## config.mk

```make
export PLATFORM = sky130hd
export DESIGN_NAME = touch_sample_median_filter_core
export DESIGN_NICKNAME = d
export VERILOG_FILES = /design/src/rtl/tsmf_pkg.sv /design/src/rtl/touch_sample_median_filter_core.sv
export SDC_FILE = /design/constraint.sdc
export NUM_CORES = 1
export LEC_CHECK = 0
export BUFFER_PORTS_ARGS = -buffer_cell sky130_fd_sc_hd__clkbuf_2
export CAP_MARGIN = 5
export CELL_PAD_IN_SITES_DETAIL_PLACEMENT = 2
export CELL_PAD_IN_SITES_GLOBAL_PLACEMENT = 2
export CORE_ASPECT_RATIO = 0.9
export CORE_UTILIZATION = 35
export CTS_CLUSTER_DIAMETER = 60
export DETAILED_ROUTE_END_ITERATION = 10
export GPL_ROUTABILITY_DRIVEN = 0
export HOLD_SLACK_MARGIN = 0.06
export PLACE_DENSITY = 0.82
export SYNTH_ARGS = -nofsm -noshare
export SYNTH_HDL_FRONTEND = slang
export SYNTH_SLANG_ARGS = --single-unit
```

## constraint.sdc

```tcl
create_clock -name clk -period 22.1 [get_ports clk]
set_clock_uncertainty 0.15 [all_clocks]
set_input_delay 4.42 -clock clk [delete_from_list [all_inputs] [get_ports clk]]
set_output_delay 4.42 -clock clk [all_outputs]
set_load 0.01 [all_outputs]
```

## src/rtl/tsmf_pkg.sv

```systemverilog
package tsmf_pkg;

  localparam int SAMPLE_BITS = 12;
  localparam int OUTCOME_BITS = 2;

  localparam logic [SAMPLE_BITS-1:0] SPREAD_LIMIT_RESET = SAMPLE_BITS'(5);

  localparam logic [OUTCOME_BITS-1:0] OUTCOME_NEW_AVG  = 2'd0;
  localparam logic [OUTCOME_BITS-1:0] OUTCOME_HELD     = 2'd1;
  localparam logic [OUTCOME_BITS-1:0] OUTCOME_NO_TOUCH = 2'd2;

  typedef logic [SAMPLE_BITS-1:0] sample_t;

  typedef struct packed {
    sample_t sample_a;
    sample_t sample_b;
    sample_t sample_c;
    sample_t sample_d;
    logic    channel_is_y;
    logic    pen_down;
  } in_item_t;

  typedef struct packed {
    sample_t                 filtered_value;
    logic [OUTCOME_BITS-1:0] outcome;
  } out_item_t;

endpackage

```

## src/rtl/touch_sample_median_filter_core.sv

```systemverilog
// channel | direction | handshake              | payload
// --------+-----------+------------------------+-------------------------------
// in_     | input     | in_valid / in_stall    | in_item  (four samples, flags)
// out_    | output    | out_valid / out_stall  | out_item (value, outcome)
// cfg_    | input     | cfg_valid / cfg_ready  | cfg_data (spread limit)
//
// one item per cycle while out_stall is low: a transfer lands in the input
// register, the sorting network, gap compare and average sit between it and
// the result register, which drives out_valid and out_item
// the held slots update in the cycle the item moves into the result register
// reset (synchronous, rst_n low) empties both registers, clears the held
// slots and sets the spread limit to 5
// a stall on the result side holds the result register and then the input
// register; only when both are full and stalled is in_stall raised
module touch_sample_median_filter_core
  import tsmf_pkg::*;
(
  input  logic      clk,
  input  logic      rst_n,

  input  logic      in_valid,
  output logic      in_stall,
  input  in_item_t  in_item,

  output logic      out_valid,
  input  logic      out_stall,
  output out_item_t out_item,

  input  logic      cfg_valid,
  output logic      cfg_ready,
  input  sample_t   cfg_data
);

  // input register
  logic     in_v_r;
  in_item_t in_r;

  // result register
  logic      out_v_r;
  out_item_t out_r;

  // filter state
  sample_t spread_limit_r;
  sample_t held_y_r;
  sample_t held_other_r;

  logic in_take;
  logic advance;

  // sorting network and decision
  sample_t   p0, p1, p2, p3;
  sample_t   q1, q2;
  sample_t   mid_lo, mid_hi;
  sample_t   gap;
  logic [SAMPLE_BITS:0] mid_sum;
  sample_t   avg;
  logic      reject;
  sample_t   held_sel;
  out_item_t res_nxt;
  logic      store_y;
  logic      store_other;

  // result register moves when empty or its transfer completes
  assign advance  = !out_v_r || !out_stall;
  assign in_stall = in_v_r && !advance;
  assign in_take  = in_valid && !in_stall;

  assign cfg_ready = 1'b1;

  always_comb begin
    // first layer: (a,b) and (c,d)
    p0 = (in_r.sample_a > in_r.sample_b) ? in_r.sample_b : in_r.sample_a;
    p1 = (in_r.sample_a > in_r.sample_b) ? in_r.sample_a : in_r.sample_b;
    p2 = (in_r.sample_c > in_r.sample_d) ? in_r.sample_d : in_r.sample_c;
    p3 = (in_r.sample_c > in_r.sample_d) ? in_r.sample_c : in_r.sample_d;
    // second layer: only the larger low and the smaller high feed the middle
    q2 = (p0 > p2) ? p0 : p2;
    q1 = (p1 > p3) ? p3 : p1;
    // last exchange settles the middle pair; extremes are not needed
    mid_lo = (q1 > q2) ? q2 : q1;
    mid_hi = (q1 > q2) ? q1 : q2;

    gap      = mid_hi - mid_lo;
    reject   = gap > spread_limit_r;
    mid_sum  = {1'b0, mid_lo} + {1'b0, mid_hi};
    avg      = mid_sum[SAMPLE_BITS:1];
    held_sel = in_r.channel_is_y ? held_y_r : held_other_r;

    if (!in_r.pen_down) begin
      res_nxt.filtered_value = '0;
      res_nxt.outcome        = OUTCOME_NO_TOUCH;
    end else if (reject) begin
      res_nxt.filtered_value = held_sel;
      res_nxt.outcome        = OUTCOME_HELD;
    end else begin
      res_nxt.filtered_value = avg;
      res_nxt.outcome        = OUTCOME_NEW_AVG;
    end

    store_y     = in_v_r && advance && in_r.pen_down && !reject && in_r.channel_is_y;
    store_other = in_v_r && advance && in_r.pen_down && !reject && !in_r.channel_is_y;
  end

  // control and filter state
  always_ff @(posedge clk) begin
    if (!rst_n) begin
      in_v_r         <= 1'b0;
      out_v_r        <= 1'b0;
      spread_limit_r <= SPREAD_LIMIT_RESET;
      held_y_r       <= '0;
      held_other_r   <= '0;
    end else begin
      if (advance) begin
        out_v_r <= in_v_r;
      end
      if (!in_stall) begin
        in_v_r <= in_valid;
      end
      if (cfg_valid && cfg_ready) begin
        spread_limit_r <= cfg_data;
      end
      if (store_y) begin
        held_y_r <= avg;
      end
      if (store_other) begin
        held_other_r <= avg;
      end
    end
  end

  // payload registers
  always_ff @(posedge clk) begin
    if (in_take) begin
      in_r <= in_item;
    end
    if (advance && in_v_r) begin
      out_r <= res_nxt;
    end
  end

  assign out_valid = out_v_r;
  assign out_item  = out_r;

`ifndef SYNTHESIS
  // input side only backs up when the result side is full and stalled
  a_stall_cause: assert property (@(posedge clk) disable iff (!rst_n)
    in_stall |-> (in_v_r && out_v_r && out_stall))
    else $error("in_stall raised without a stalled result");

  // no-touch results always carry a zero value
  a_no_touch_zero: assert property (@(posedge clk) disable iff (!rst_n)
    (out_valid && out_item.outcome == OUTCOME_NO_TOUCH) |-> (out_item.filtered_value == '0))
    else $error("no-touch result with nonzero value");

  // a fresh average for the y channel is what the y slot holds afterwards
  a_y_store: assert property (@(posedge clk) disable iff (!rst_n)
    store_y |=> (held_y_r == out_item.filtered_value && out_item.outcome == OUTCOME_NEW_AVG))
    else $error("y slot does not match the new average");

  // outcome code three never appears
  a_outcome_code: assert property (@(posedge clk) disable iff (!rst_n)
    out_valid |-> (out_item.outcome == OUTCOME_NEW_AVG || out_item.outcome == OUTCOME_HELD ||
                   out_item.outcome == OUTCOME_NO_TOUCH))
    else $error("bad outcome code");
`endif

endmodule
```

==> summary.txt <==
======================================================================================
Overall via count from detail_route                                              5,713
Most common library cell in the layout ignoring fill and taps             sky130_fd_sc_hd__ha_1
Period minus WS final                                                         11.50 ns
Vias per cell                                                                     5.33
Fraction of final layout cells sized beyond drive strength 1                     0.157
Root buf cell                                                             sky130_fd_sc_hd__clkbuf_16
Bufs on Longest Clock Path                                                           2
Final non-filler cell area                                                 0.00815 mm2
Most frequent cells in the layout                                         sky130_fd_sc_hd__ha_1 (85), sky130_fd_sc_hd__clkbuf_2 (82), sky130_fd_sc_hd__inv_1 (74)
Mapped Nets                                                                        900
GRT busiest layer                                                                 met2
Least-Margin Pin Slew                                                          1.12 ns
Iter 0 DRT Violations                                                              208
CP Class                                                                  flip-flop to flip-flop
P per Cell Area                                                             122 mW/mm2
Clock Pin Slew Worst Setup and Hold Paths                                      0.07 ns
Yosys warning count                                                                  0
Core Area                                                                   0.0202 mm2
Hold depth                                                                           2
Max_cap viols                                                                        0
Routed length per instance                                                     18.7 um
Crit. End Element                                                            flip-flop
Unrepaired setup endpoints after global routing                                  false
Total number of clock tree sinks                                                   102
Peak supply drop                                                           0.0000594 V
First-pass GRT wire length                                                     32.9 mm
Post-route fraction of the period consumed by the critical path                  0.521
Maximum fanout along the worst path                                                 27
Mean cell area of the mapped netlist                                          9.72 um2
Aggregate negative setup slack                                                    0 ns
Overall die height                                                              139 um
Clock network latency to the later pin of the worst-skew pair                  0.36 ns
Fillers                                                                          2,237
Number of optimization iterations in the first detailed-route pass                   4
Largest stage delay on the critical path                                       0.89 ns
Slew Limit Headroom                                                              0.255
Number of H-tree levels                                                              3
Async set-or-reset flop fraction in the synthesized netlist                          0
Count of boundary I/O pins                                                          84
Number of global-route vias before repair                                        6,177
Grt met3 use                                                                    0.0338
Summed instance area of the synthesized netlist                            0.00726 mm2
Register area                                                              0.00268 mm2
Initial antenna violation count                                                      0
Data required time of the critical path                                       22.19 ns
Count of flip-flops with a built-in enable after synthesis                          64
Number of buffers inserted by post-CTS setup repair                                  0
Remaining antenna violation count after routing                                      0
Effective utilization at floorplan                                               0.360
Crit Reg-Reg Endpoint                                                     held_other_r[0]
Cell count after synthesis                                                         747
Total area of multi-input combinational cells                              0.00414 mm2
Number of cells on the worst reg-to-reg path                                        38
Number of standard-cell rows in the floorplan                                       49
Type of element launching the critical path                                  flip-flop
Combined global-route utilization of all metal layers                            0.197
Antenna diode count                                                                  0
Reported leakage power                                                      0.00365 uW
TritonCTS clock tree                                                              done
Count of final setup violators                                                       0
Met1 Use GR                                                                      0.254
Number of gates resized after cts                                                    0
Portion of synthesized cell area occupied by the leading cell type               0.265
Final nets                                                                         964
Wirelength, routed                                                             20.0 mm
Routing usage on met2                                                            0.342
Num CTS Buffers                                                                      9
Launch instance of the worst register-to-register path                        in_r[22]
Class of the worst hold path                                              flip-flop to flip-flop
Pin count of the biggest net entering global routing                                51
Register bit count reported by yosys                                               102
DRC Markers                                                                          0
Layout area overhead                                                             12.3%
Full die area                                                               0.0213 mm2
Min-Delay Endpoint                                                        held_other_r[5]
Number of max-slew violations in the final report                                    0
Detailed Place HPWL                                                            15.7 mm
Minimum setup slack among reg-to-reg paths                                    10.60 ns
Cell taking the most area after synthesis                                 sky130_fd_sc_hd__edfxtp_1
Status                                                                    complete, no violations
GR Overflow Total                                                                    0
Top cells by area, synth                                                  sky130_fd_sc_hd__edfxtp_1 (26%), sky130_fd_sc_hd__ha_1 (15%), sky130_fd_sc_hd__dfxtp_1 (10%)
Most frequently used flop master after synthesis                          sky130_fd_sc_hd__edfxtp_1
Instance area at placement                                                 0.00788 mm2
Highest Clock Rate                                                          0.0869 GHz
IO Port Bufs                                                                        82
Fin. Hold Viols                                                                      0
Die X-Extent                                                                    154 um
Sequential element share of the synthesized area                                 0.370
Worst hold path startpoint                                                held_other_r[5]
Count of different cell masters after synthesis                                     68
Library cell contributing the largest single delay on the critical path   sky130_fd_sc_hd__a31oi_4
Worst hold slack across all endpoints                                         0.319 ns
Data arrival time of the worst path                                           11.60 ns
CTS hold repair buffers                                                              0
======================================================================================
[Yosys cell counts (20+ instances only)]
| cell type | n |
|---|---|
| sky130_fd_sc_hd__dfxtp_1 | 38 |
| sky130_fd_sc_hd__nor2b_1 | 24 |
| sky130_fd_sc_hd__clkbuf_1 | 20 |
| sky130_fd_sc_hd__a21oi_1 | 45 |
| sky130_fd_sc_hd__inv_1 | 74 |
| sky130_fd_sc_hd__edfxtp_1 | 64 |
| sky130_fd_sc_hd__nand2_1 | 59 |
| sky130_fd_sc_hd__mux2i_1 | 70 |
| sky130_fd_sc_hd__nor2_1 | 39 |
| sky130_fd_sc_hd__ha_1 | 85 |
| sky130_fd_sc_hd__a21boi_0 | 20 |
| sky130_fd_sc_hd__o21ai_0 | 21 |
[power by group]
part	switching, uW	internal [uW]
Sequential	11.8	237
Clock	75.7	77.0
Combinational	368	224
Total	455	538
[layout make-up]
class	instances	area share
Timing Repair Buffer	86	0.0541
Clock buffer	9	0.0276
Inverter	79	0.0364
Tap cell	255	0.0392
Sequential cell	102	0.329
Clock inverter	7	0.00584
Multi-Input combinational cell	533	0.508
[sequential cells by signal (all words and copies together), names as in the netlist]
register        count
out_valid           1
out_item           14
in_v_r              1
spread_limit_r     12
held_other_r       12
held_y_r           12
in_r               50
[logic make-up after synthesis]
group           synth area share
buf+inv                   0.0636
flops                      0.370
fa+ha+maj                  0.149
other cells             0.000517
xor+xnor                  0.0193
mux                        0.115
simple gates               0.133
compound gates             0.150
[critical path: cells and delay by family, from the launching register on]
family	cells	cell delay, ns
compound gates	18	5.21
simple gates	11	2.93
fa+ha+maj	5	1.54
mux	1	0.50
flops	1	0.49
buf+inv	2	0.37
xor+xnor	1	0.17
[routing by layer]
layer	wire (um)	vias up
met5	0	-
met3	566	13
met2	9810	96
met1	9390	2813
li1	-	2791
met4	210	0
[through the flow]
step | worst slack (ns) | util | total power, uW | cells
after global routing | 9.61 | 0.404 | 1080 | 1071
after CTS | 10.62 | 0.404 | 1000 | 1071
after floorplan | 12.71 | - | 675 | 747
after global placement | 11.16 | 0.390 | 810 | 1055
final | 10.60 | 0.404 | 993 | 1071
after detailed placement | 10.74 | 0.390 | 838 | 1055
[worst max-delay path by stage]
stage | startpoint | end | slack, ns | depth (start not counted)
after floorplan | in_r[41] | held_other_r[0] | 12.71 | 42
after CTS | in_r[22] | held_other_r[0] | 10.62 | 35
after detailed placement | in_r[29] | held_other_r[0] | 10.74 | 38
final | in_r[22] | held_other_r[0] | 10.60 | 38
after global routing | in_r[11] | held_other_r[10] | 9.61 | 41
after global placement | in_r[40] | held_other_r[0] | 11.16 | 35
(Power assumes the default switching activity.)
